`config.mk`:
```
export PLATFORM = sky130hd
export DESIGN_NAME = calendar_tick_clock
export DESIGN_NICKNAME = d
export VERILOG_FILES = /design/src/rtl/ctc_pkg.sv /design/src/rtl/calendar_tick_clock.sv /design/src/rtl/ctc_calendar_next.sv /design/src/rtl/ctc_save_timer.sv
export SDC_FILE = /design/constraint.sdc
export NUM_CORES = 1
export LEC_CHECK = 0
export BUFFER_PORTS_ARGS = -buffer_cell sky130_fd_sc_hd__buf_2
export CORE_MARGIN = 2
export CORE_UTILIZATION = 57
export DETAILED_ROUTE_END_ITERATION = 7
export PLACE_DENSITY = 0.77
export SYNTH_ARGS = -nofsm -noshare
export SYNTH_HDL_FRONTEND = slang
export SYNTH_SLANG_ARGS = --single-unit
```
`constraint.sdc`:
```
create_clock -name clock -period 4.55 [get_ports clock]
set_clock_uncertainty 0.15 [all_clocks]
set_input_delay 0 -clock clock [delete_from_list [all_inputs] [get_ports clock]]
set_output_delay 0 -clock clock [all_outputs]
set_load 0.1 [all_outputs]
```
`src/rtl/ctc_pkg.sv`:
```
// Shared types, constants and the month length table of the calendar tick clock.
package ctc_pkg;

   localparam logic       KIND_TICK           = 1'b0;
   localparam logic       KIND_LOAD           = 1'b1;

   localparam logic [6:0] HUND_LAST           = 7'd99;
   localparam logic [6:0] SEC_PER_MIN         = 7'd60;
   localparam logic [6:0] MIN_PER_HOUR        = 7'd60;
   localparam logic [5:0] HOURS_PER_DAY       = 6'd24;
   localparam logic [4:0] MONTH_LAST          = 5'd12;
   localparam logic [3:0] MONTH_FIRST         = 4'd1;
   localparam logic [4:0] DAYS_SHORT          = 5'd28;
   localparam logic [4:0] DAYS_LONG           = 5'd31;
   localparam logic [4:0] DAYS_NORMAL         = 5'd30;
   localparam logic [7:0] SAVE_INTERVAL_RESET = 8'd100;

   typedef struct packed {
      logic        kind;
      logic [6:0]  load_hundredths;
      logic [5:0]  load_second;
      logic [5:0]  load_minute;
      logic [4:0]  load_hour;
      logic [4:0]  load_day;
      logic [3:0]  load_month;
      logic [15:0] load_year;
   } req_type;

   typedef struct packed {
      logic [6:0]  hundredths;
      logic [5:0]  second;
      logic [5:0]  minute;
      logic [4:0]  hour;
      logic [4:0]  day;
      logic [3:0]  month;
      logic [15:0] year;
      logic        save_request;
   } rsp_type;

   typedef struct packed {
      logic [6:0]  hundredths;
      logic [5:0]  second;
      logic [5:0]  minute;
      logic [4:0]  hour;
      logic [4:0]  day;
      logic [3:0]  month;
      logic [15:0] year;
   } time_type;

   // Invalid month codes count as 30-day months.
   function automatic logic [4:0] month_length(input logic [3:0] month);
      logic [4:0] len;
      case (month) inside
         4'd2: begin
            len = DAYS_SHORT;
         end
         4'd1, 4'd3, 4'd5, 4'd7, 4'd8, 4'd10, 4'd12: begin
            len = DAYS_LONG;
         end
         default: begin
            len = DAYS_NORMAL;
         end
      endcase
      return len;
   endfunction

endpackage

```
`src/rtl/calendar_tick_clock.sv`:
```
// Calendar tick clock: hundredths through years with a periodic save request.
//
// Usage:
//   req_* carries one transaction per tick (kind 0) or a time load (kind 1).
//   rsp_* returns exactly one transaction per request: the time after the
//   step and save_request, set when the save countdown expired on that tick.
//   csr_write_enable / csr_write_data write save_interval, used at the next
//   countdown reload.
// Timing:
//   A request is registered at acceptance and processed into the result
//   register, which drives rsp_valid, once that register is empty or its
//   result is taken. The calendar step is one compare-and-increment cascade,
//   so one transaction is taken every cycle while rsp_stall is low.
// Reset:
//   Time clears to zero with month 1; interval and countdown load 100.
// Stall:
//   While rsp_stall holds a result, one more request is still taken into
//   the input register; req_stall rises only when both registers are full.
module calendar_tick_clock (
   input  logic             clock,
   input  logic             reset,
   input  logic             req_valid,
   output logic             req_stall,
   input  ctc_pkg::req_type req_data,
   output logic             rsp_valid,
   input  logic             rsp_stall,
   output ctc_pkg::rsp_type rsp_data,
   input  logic             csr_write_enable,
   input  logic [7:0]       csr_write_data
);
   import ctc_pkg::*;

   logic     in_valid_ff;
   logic     in_valid_in;
   req_type  in_req_ff;
   req_type  in_req_in;
   logic     out_valid_ff;
   logic     out_valid_in;
   rsp_type  out_rsp_ff;
   rsp_type  out_rsp_in;
   time_type time_ff;
   time_type time_in;
   time_type time_tick;
   time_type time_load;
   logic     accept_in;
   logic     advance;
   logic     is_tick;
   logic     save_request;

   assign advance   = in_valid_ff && (!out_valid_ff || !rsp_stall);
   assign req_stall = in_valid_ff && out_valid_ff && rsp_stall;
   assign accept_in = req_valid && !req_stall;
   assign is_tick   = advance && (in_req_ff.kind == KIND_TICK);

   assign in_valid_in = accept_in ? 1'b1 : (advance ? 1'b0 : in_valid_ff);
   assign in_req_in   = accept_in ? req_data : in_req_ff;

   ctc_calendar_next u_next (
      .cur (time_ff),
      .nxt (time_tick)
   );

   ctc_save_timer u_save (
      .clock            (clock),
      .reset            (reset),
      .csr_write_enable (csr_write_enable),
      .csr_write_data   (csr_write_data),
      .tick             (is_tick),
      .save_request     (save_request)
   );

   always_comb begin
      time_load.hundredths = in_req_ff.load_hundredths;
      time_load.second     = in_req_ff.load_second;
      time_load.minute     = in_req_ff.load_minute;
      time_load.hour       = in_req_ff.load_hour;
      time_load.day        = in_req_ff.load_day;
      time_load.month      = in_req_ff.load_month;
      time_load.year       = in_req_ff.load_year;
   end

   always_comb begin
      time_in = time_ff;
      if (advance) begin
         time_in = (in_req_ff.kind == KIND_LOAD) ? time_load : time_tick;
      end
   end

   always_comb begin
      out_rsp_in = out_rsp_ff;
      if (advance) begin
         out_rsp_in.hundredths   = time_in.hundredths;
         out_rsp_in.second       = time_in.second;
         out_rsp_in.minute       = time_in.minute;
         out_rsp_in.hour         = time_in.hour;
         out_rsp_in.day          = time_in.day;
         out_rsp_in.month        = time_in.month;
         out_rsp_in.year         = time_in.year;
         out_rsp_in.save_request = is_tick && save_request;
      end
   end

   // hold the result while stalled, drop it once taken
   assign out_valid_in = advance ? 1'b1 :
                         ((out_valid_ff && !rsp_stall) ? 1'b0 : out_valid_ff);

   always_ff @(posedge clock) begin
      if (reset) begin
         in_valid_ff     <= 1'b0;
         out_valid_ff    <= 1'b0;
         time_ff         <= {7'd0, 6'd0, 6'd0, 5'd0, 5'd0, MONTH_FIRST, 16'd0};
      end else begin
         in_valid_ff     <= in_valid_in;
         out_valid_ff    <= out_valid_in;
         time_ff         <= time_in;
      end
   end

   always_ff @(posedge clock) begin
      in_req_ff  <= in_req_in;
      out_rsp_ff <= out_rsp_in;
   end

   assign rsp_valid = out_valid_ff;
   assign rsp_data  = out_rsp_ff;

endmodule

```
`src/rtl/ctc_calendar_next.sv`:
```
// Next calendar time for one tick: cascaded compare-and-increment of all fields.
module ctc_calendar_next (
   input  ctc_pkg::time_type cur,
   output ctc_pkg::time_type nxt
);
   import ctc_pkg::*;

   logic [6:0] sec_inc;
   logic [6:0] min_inc;
   logic [5:0] hour_inc;
   logic [5:0] day_inc;
   logic [4:0] month_inc;
   logic       hund_carry;
   logic       sec_carry;
   logic       min_carry;
   logic       hour_carry;
   logic       day_carry;
   logic       month_carry;

   assign sec_inc   = {1'b0, cur.second} + 7'd1;
   assign min_inc   = {1'b0, cur.minute} + 7'd1;
   assign hour_inc  = {1'b0, cur.hour} + 6'd1;
   assign day_inc   = {1'b0, cur.day} + 6'd1;
   assign month_inc = {1'b0, cur.month} + 5'd1;

   // Out-of-range values wrap with a carry just like the last legal value.
   assign hund_carry  = (cur.hundredths >= HUND_LAST);
   assign sec_carry   = hund_carry && (sec_inc >= SEC_PER_MIN);
   assign min_carry   = sec_carry && (min_inc >= MIN_PER_HOUR);
   assign hour_carry  = min_carry && (hour_inc >= HOURS_PER_DAY);
   assign day_carry   = hour_carry && (day_inc >= {1'b0, month_length(cur.month)});
   assign month_carry = day_carry && (month_inc > MONTH_LAST);

   always_comb begin
      nxt = cur;
      nxt.hundredths = hund_carry ? 7'd0 : (cur.hundredths + 7'd1);
      if (hund_carry) begin
         nxt.second = sec_carry ? 6'd0 : sec_inc[5:0];
      end
      if (sec_carry) begin
         nxt.minute = min_carry ? 6'd0 : min_inc[5:0];
      end
      if (min_carry) begin
         nxt.hour = hour_carry ? 5'd0 : hour_inc[4:0];
      end
      if (hour_carry) begin
         nxt.day = day_carry ? 5'd0 : day_inc[4:0];
      end
      if (day_carry) begin
         nxt.month = month_carry ? MONTH_FIRST : month_inc[3:0];
      end
      if (month_carry) begin
         nxt.year = cur.year + 16'd1;
      end
   end

endmodule

```
`src/rtl/ctc_save_timer.sv`:
```
// Save interval register and the save countdown that flags periodic save requests.
module ctc_save_timer (
   input  logic       clock,
   input  logic       reset,
   input  logic       csr_write_enable,
   input  logic [7:0] csr_write_data,
   input  logic       tick,
   output logic       save_request
);
   import ctc_pkg::*;

   logic [7:0] interval_ff;
   logic [7:0] interval_in;
   logic [7:0] countdown_ff;
   logic [7:0] countdown_in;
   logic [7:0] countdown_dec;

   assign countdown_dec = countdown_ff - 8'd1;
   assign save_request  = (countdown_dec == 8'd0);
   assign interval_in   = csr_write_enable ? csr_write_data : interval_ff;

   always_comb begin
      countdown_in = countdown_ff;
      if (tick) begin
         // reload on expiry; a zero interval wraps to 255 on the next tick
         countdown_in = save_request ? interval_ff : countdown_dec;
      end
   end

   always_ff @(posedge clock) begin
      if (reset) begin
         interval_ff  <= SAVE_INTERVAL_RESET;
         countdown_ff <= SAVE_INTERVAL_RESET;
      end else begin
         interval_ff  <= interval_in;
         countdown_ff <= countdown_in;
      end
   end

endmodule

```
; ---- Word-level counts from Yosys, hierarchy flattened
; Index checks and enable logic that the tools add are counted.
[word_totals]
ff_bits = 167
input_bits = 63
out_inout_bits = 52
[op_classes]
add_sub_neg = 8
magnitude_cmp = 6
n_eq_ne = 8
mux = 21
bitwise = 1
n_reduce_logical = 20
[op_table]
columns = op, count
row1 = two-way mux 49 bit, 2
row2 = two-way mux 6 bit, 4
row3 = two-way mux 5 bit, 4
row4 = adder 16 x 1 -> 16 bit (second input constant), 1
row5 = two-way mux 16 bit, 1
row6 = adder 6 x 1 -> 7 bit (second input constant), 2
row7 = greater-or-equal comparator 7 x 6 -> 1 bit (second input constant), 2
row8 = adder 5 x 1 -> 6 bit (second input constant), 2
row9 = == test 4 bit (second input constant), 3
row10 = logical AND 1 bit, 12
row11 = == test 4 x 2 -> 1 bit (second input constant), 2
row12 = == test 4 x 3 -> 1 bit (second input constant), 2
row13 = zero test 8 bit, 1
row14 = two-way mux 4 bit, 2
row15 = two-way mux 8 bit, 1
row16 = subtractor 8 x 1 -> 8 bit (second input constant), 1
row17 = adder 7 x 1 -> 7 bit (second input constant), 1
row18 = greater-or-equal comparator 7 bit (second input constant), 1
row19 = two-way mux 7 bit, 1
row20 = OR reduction 7 bit, 1
row21 = greater-or-equal comparator 6 x 5 -> 1 bit, 1
row22 = greater-or-equal comparator 6 x 5 -> 1 bit (second input constant), 1
row23 = adder 4 x 1 -> 5 bit (second input constant), 1
row24 = greater-than comparator 5 x 4 -> 1 bit (second input constant), 1
row25 = other kinds (7), 14

; ---- Logic depth before layout (Yosys ltp)
; Gate-level depths: netlist of the first run.
[depth]
ltp_word = 11
depth_mapped = 13

; ---- By module
; Synthesis of the first run repeated with hierarchy kept, for this count alone.
[unflattened]
cells_unflattened = 771
area_unflattened_um2 = 8600.7
[by_module_without_submodules]
columns = module, n_inst, cells_each, area_each_um2, seq_area_each_um2
row1 = calendar_tick_clock, 1, 439, 6251.0, 4023.9
row2 = ctc_calendar_next, 1, 236, 1500.2, 0.0
row3 = ctc_save_timer, 1, 96, 849.6, 320.3

; ---- Least setup slack after synthesis of the first run
; No wires, ideal clock.
[synth_path]
path_kind = reg-to-reg
start = register out_valid_ff (netlist: rsp_valid)
end = register in_req_ff[0] (netlist name) (enable)
arrival_ns = 3.702
slack_ns = 0.235
path_stages_with_launch = 3
cell_sequence = dfxtp_1 and3_1 nor2b_1
[synth_between]
elab_chain_cells = 4
[synth_rtl]
columns = element, line
row1 = from (decl), calendar_tick_clock.sv:37  ; logic out_valid_ff;
row2 = from (signal assigned), calendar_tick_clock.sv:114  ; out_valid_ff <= out_valid_in;
row3 = logical AND 1 bit (2 in series), calendar_tick_clock.sv:51  ; assign req_stall = in_valid_ff && out_valid_ff && rsp_stall;
row4 = net req_stall, calendar_tick_clock.sv:23  ; output logic req_stall,
row5 = zero test 1 bit, calendar_tick_clock.sv:52  ; assign accept_in = req_valid && !req_stall;
row6 = logical AND 1 bit, calendar_tick_clock.sv:52
row7 = net accept_in, calendar_tick_clock.sv:45  ; logic accept_in;
row8 = to (signal assigned), calendar_tick_clock.sv:120  ; in_req_ff <= in_req_in;
row9 = to (decl), calendar_tick_clock.sv:35  ; req_type in_req_ff;
; The timed path passes the listed nets, and every way through them passes these cells.
; A chain may end at the register's enable or synchronous reset.

==> metrics.yaml, run 1 <==
synth:
  synthMostInstantiatedCell: "edfxtp_1"
  async_flop_share: 0
  synth_edf_count: 100
  yosys_warnings: 0
  ys.flop_type: "edfxtp_1"
  syn_inst: 743
  synth_common_cells: "edfxtp_1, dfxtp_1, nand2_1, nor2_1, nand3_1"
  syn_area_um2: 7869
  yosys.area.top_type: "edfxtp_1"
  ys_seq_area_frac: 0.5521
  yosysUniqueCellTypes: 74
  netlist_top_cells_area: "edfxtp_1, dfxtp_1, nand2_1"
  ys_seq_elements: 167
  syn_avg_cell_area_um2: 10.59
  netlist.area_leader.share: 0.3816
  syn_nets: 822
timing:
  tightest_slew_ns: 0.8616
  fin_crit_ns: 3.381
  finalSetupTns_ns: 0
  fin_crit_sh: 0.7431
  setup_viol: 0
  fmax_mhz: 295.8
  slew_headroom: 0.4256
  rsz0062_at_grt: "no"
  slew_violations: 0
  hold_violations: 0
  setup_slack_ns: 1.169
global_route:
  grt_usage: 0.3026
  met1_usage: 0.3794
  grt_max_degree: 59
  grt_overflow: 0
  antenna_found_initial: 0
  met3_usage: 0.08224
  grt_pass1_vias: 6790
  gr-usage-met2: 0.5007
  grt_pass1_wl_um: 34280
  grt_busiest_layer: "met2"
clock_tree:
  clk_latency_ns: 0.43
  cts_buffers: 17
  postCtsSetupBuffers: 0
  tritoncts: "built"
  clk_pin_slew_ns: 0.07
  clockBufferDepth: 2
  h-tree-depth: 4
  cts-resized-gates: 0
  cts_root_buffer: "clkbuf_16"
  clkSinkCount: 167
finish:
  nets: 995
  multi_input_area_um2: 3239
  fillers: 920
  diodes: 0
  layout-drive-gt1-share: 0.1895
  register_area_um2: 4344
  fin_area_um2: 9846
  syn2layout_area_growth_pct: 25.12
critical_path:
  startpoint_type: "register"
  cp-end-kind: "register"
  worstSetupPathType: "register to register"
  path_cells: "inv_1 -> ha_1 -> nand2_1 -> o21ai_0 -> mux2i_1 -> ha_1 -> nand2b_1 -> a21o_1 -> a41o_1 -> nor2_1 -> buf_4 -> or4_1 -> nand3_1"
  cp_max_fo: 12
  cpMostUsedCell: "ha_1"
  cp.required_ns: 4.55
  crit_path_max_incr_delay_ns: 0.46
  cp.arrival_ns: 3.39
  cp_slowest_cell: "nor2_1"
detailed_routing:
  drtAntennaViolNets: 0
  drt_pre_antenna_iters: 5
  wl_per_cell_um: 19.87
  drc: 0
  num_vias: 7007
  drtIter0Drc: 743
  post_drt_via_cell_ratio: 6.341
  wl_um: 21950
place:
  place_area_um2: 8554
  gp_congestion: 0.8602
  dp_slack_ns: 1.208
  portBuffers: 114
  dp_hpwl_um: 13190
die:
  num_rows: 42
  die_h_um: 121.5
  ios: 115
  die_x_um: 121.5
  coreArea_um2: 13350
  die_area_um2: 14760
  initial_core_util: 0.5895
worst_hold_path:
  worstHoldPathType: "primary input to register"
power:
  peakVddDrop_v: 0.0003212
  p_total_mw: 3.768
  p_leak_nw: 3.736
  cellPowerDensity_nw_per_um2: 382.7
job:
  cap_violations: 0
run_status:
  outcome: "finished clean"
## kinds of logic after synthesis
group                      share of synthesized area
AOI/OAI and AO/OA                             0.1787
xor gates and xnor gates                    0.002227
adders and majority gates                    0.02671
buffers and inverters                        0.03753
DFF                                           0.5521
muxes                                        0.01272
and+or+nand+nor                               0.1900
## where the power goes
group          internal [mW]  switching [mW]  leakage [nW]
Combinational          0.157           0.363          1.93
Sequential              1.70          0.0620          1.52
Clock                  0.866           0.621         0.290
## what timing repair did
item                                    in CTS  in global routing
hold endpoints to repair                    92                  0
hold buffers                                69                  0
endpoints found under the setup margin       0                  0
## worst max-delay path: cells and delay by family (launching register included)
kind	cells	cell delay, ns
muxes	1	0.15
AOI/OAI and AO/OA	3	0.64
adders and majority gates	2	0.47
and+or+nand+nor	5	0.93
DFF	1	0.38
buffers and inverters	2	0.40
## sequential cells by signal, summed over array words and instances (netlist names)
name and flops:
in_req_ff 50, rsp_data 50, time_ff 49, u_save.countdown_ff 8, u_save.interval_ff 8, in_valid_ff 1, rsp_valid 1
## cell type report
type | count | share of cell area
clock inverters | 15 | 0.01779
flip-flops and latches | 167 | 0.4412
clock buffers | 17 | 0.04321
multi-input cells | 512 | 0.3290
well taps | 176 | 0.02237
repair buffers | 196 | 0.1380
inverters | 22 | 0.008387
## per-stage QoR
stage               utilization  cells  hold WS [ns]
floorplan                     -    743      -0.05113
global placement         0.6409   1004       0.02589
detailed placement       0.6409   1004       0.02809
CTS                      0.7376   1105        0.1152
global route             0.7376   1105        0.1274
finish                   0.7376   1105        0.1208
## layout by cell type, fill, tap and decap left out, types with 7 or more instances in the layout
cell           count
nor3_1            26
or2_2              8
ha_1              16
nand3_1           40
o21ai_0           27
clkbuf_16         17
o311ai_0           7
dlygate4sd3_1     69
nor2b_1           20
o31ai_1            7
nand4_1           20
mux2i_1           10
or4_1              7
a31oi_1           28
nor2_1            45
dfxtp_1           67
or3_1             11
a22oi_1           22
and3_1            10
nand2_1           62
nor4_1             7
buf_4             13
inv_1             20
buf_2            114
edfxtp_1         100
a21oi_1           30
## layer usage
metal,vias to the layer above,routed length (um)
met5,-,0
met4,0,592
met3,46,1805
met2,356,10620
met1,3390,8934
li1,3215,-
## worst paths after layout
path	from	end	slack (ns)	cells past startpoint
max	time_ff[16]	rsp_data[3]	1.17	13
min reg2reg	in_valid_ff	rsp_valid	0.34	2
max reg2reg	time_ff[16]	rsp_data[3]	1.17	13
min	req_data[45]	in_req_ff[45]	0.12	2
Note: power is estimated with default switching activity, not from simulation.
==> run 2: changes to the inputs <==
ABC_AREA = 1   (was not set)
clock period = 3.51 ns   (was 4.55 ns; I/O delays follow)
==> metrics.yaml, run 2 <==
run_status:
  outcome: "finished clean"
detailed_routing:
  wl_um: 18450  # -16%
  drtAntennaViolNets: 0  # unchanged
  drtIter0Drc: 496  # -33%
  num_vias: 6469  # -7.7%
  wl_per_cell_um: 15.50  # -22%
  drt_pre_antenna_iters: 6  # +1
  post_drt_via_cell_ratio: 5.436  # -14%
  drc: 0  # unchanged
finish:
  layout-drive-gt1-share: 0.1943  # +0.004829
  fin_area_um2: 9807  # -0.39%
  nets: 1080  # +8.5%
  syn2layout_area_growth_pct: 26.81
  diodes: 0  # unchanged
  layout_commonest_cell: "nand2_1"
  fin_util: 0.7406  # +0.002925
  final_cells: 1190  # +7.7%
  mostFrequentLayoutCells: "nand2_1, buf_2, edfxtp_1"
die:
  die_h_um: 120.5  # -0.84%
  num_rows: 42  # unchanged
  die_x_um: 120.5  # -0.84%
  ios: 115  # unchanged
  die_area_um2: 14520  # -1.7%
  initial_core_util: 0.5840  # -0.005525
  coreArea_um2: 13240  # -0.79%
place:
  dp.cells: 1079  # +7.5%
  place_area_um2: 8434  # -1.4%
  gp_congestion: 0.8845  # +2.8%
  dp_slack_ns: 0.5781  # -0.6294 ns
  dp_hpwl_um: 10690  # -19%
  portBuffers: 114  # unchanged
critical_path:
  startpoint_type: "register"
  cp.arrival_ns: 3.00  # -0.39 ns
  cp-end-kind: "register"
  startpoint: "time_ff[16]"
  reg2reg_from: "time_ff[16]"
  cp.required_ns: 3.54  # -1.01 ns
  worstSetupPathType: "register to register"
  cp_max_fo: 21  # +9
global_route:
  gr-usage-met2: 0.4449  # -0.05579
  grt_pass1_wl_um: 29570  # -14%
  met1_usage: 0.3309  # -0.04853
  grt_max_degree: 72  # +22%
  grt_busiest_layer: "met2"
  grt_usage: 0.2610  # -0.04161
  met3_usage: 0.05802  # -0.02422
  antenna_found_initial: 0  # unchanged
  grt_pass1_vias: 6200  # -8.7%
  grt_overflow: 0  # unchanged
timing:
  slew_headroom: 0.4115  # -0.01404
  setup_viol: 0  # unchanged
  fin_crit_sh: 0.8479  # +0.1048
  setup_slack_ns: 0.5339  # -0.6349 ns
  fmax_mhz: 336.0  # +14%
  slew_violations: 0  # unchanged
  finalSetupTns_ns: 0  # unchanged
  rsz0062_at_grt: "no"
  hold_violations: 0  # unchanged
  fin_crit_ns: 2.976  # -0.4051 ns
  hold_ws_ns: 0.1241  # +0.003352 ns
  tightest_slew_ns: 0.8827  # +0.02106 ns
clock_tree:
  tritoncts: "built"
  clk_pin_slew_ns: 0.07  # about the same
  h-tree-depth: 4  # unchanged
  clkSinkCount: 167  # unchanged
  cts_buffers: 17  # unchanged
  clockBufferDepth: 2  # unchanged
  cts_root_buffer: "clkbuf_16"
  clk_latency_ns: 0.43  # about the same
synth:
  syn_avg_cell_area_um2: 9.489  # -10%
  yosysUniqueCellTypes: 41  # -45%
  async_flop_share: 0  # unchanged
  yosys.area.top_type: "edfxtp_1"
  synth_common_cells: "nand2_1, edfxtp_1, dfxtp_1, nand3_1, inv_1"
  syn_area_um2: 7734  # -1.7%
  yosys_warnings: 0  # unchanged
  netlist_top_cells_area: "edfxtp_1, dfxtp_1, nand2_1"
  netlist.area_leader.share: 0.3883  # +0.006668
  ys_seq_elements: 167  # unchanged
  syn_inst: 815  # +9.7%
  synth_edf_count: 100  # unchanged
  syn_nets: 894  # +8.8%
  synthMostInstantiatedCell: "nand2_1"
  ys.flop_type: "edfxtp_1"
  ys_seq_area_frac: 0.5617  # +0.009646
job:
  cap_violations: 0  # unchanged
power:
  cellPowerDensity_nw_per_um2: 486.4  # +27%
  p_leak_nw: 4.046  # +8.3%
  peakVddDrop_v: 0.0003791  # +18%
  p_total_mw: 4.770  # +27%
worst_hold_path:
  worstHoldPathType: "primary input to register"
  worstHoldStart: "req_data[33]"
-- run 2: logic make-up after synthesis --
| logic type | share of synthesized area |
|---|---|
| DFF | 0.5617 |
| xor gates and xnor gates | 0.03058 |
| adders and majority gates | 0.02589 |
| buffers and inverters | 0.05404 |
| and+or+nand+nor | 0.2013 |
| AOI/OAI and AO/OA | 0.1265 |
-- run 2: power by group --
group,internal [mW],switching (mW)
combinational,0.197,0.462
clock,1.05,0.788
sequential,2.20,0.0706
total,3.45,1.32
-- run 2: worst max-delay path: stages (launching register included) --
cell and delay, ns:
dfxtp_1 0.37, ha_1 0.25, nand2_1 0.09, inv_1 0.04
o21ai_0 0.14, a41oi_1 0.13, ha_1 0.29, o21ai_0 0.08
a21oi_1 0.13, nand3_1 0.09, nand2_1 0.15, inv_2 0.07
nor2_4 0.42, nand3_1 0.14, o211ai_1 0.14, nand2_1 0.07
-- run 2: timing repair --
action | CTS | global route
hold endpoints to repair | 61 | 0
buffers inserted | 0 | 0
gates resized for setup | 0 | 0
hold buffers | 79 | 0
-- run 2: final cells by class --
class,instances,area [um2]
Multi-Input combinational cell,548,2984
Clock inverter,14,152.6
Sequential cell,167,4344
Fill cell,942,3436
Timing Repair Buffer,203,1436
Tap cell,176,220.2
Clock buffer,18,429.2
Inverter,64,240.2
-- run 2: final timing paths --
path	to	depth (start not counted)	slack [ns]
worst max-delay path	rsp_data[17]	15	0.53
worst min-delay path	in_req_ff[33]	2	0.12
worst max register to register	rsp_data[17]	15	0.53
worst min register to register	u_save.countdown_ff[4]	2	0.34
-- run 2: metal layers --
metal  vias up  routed length (um)  share of wire
met5         -                   0              0
met4         0                 223          0.012
met3        20                 887          0.048
met2       201                9115           0.49
met1      3062                8224           0.45
li1       3186                   -              -
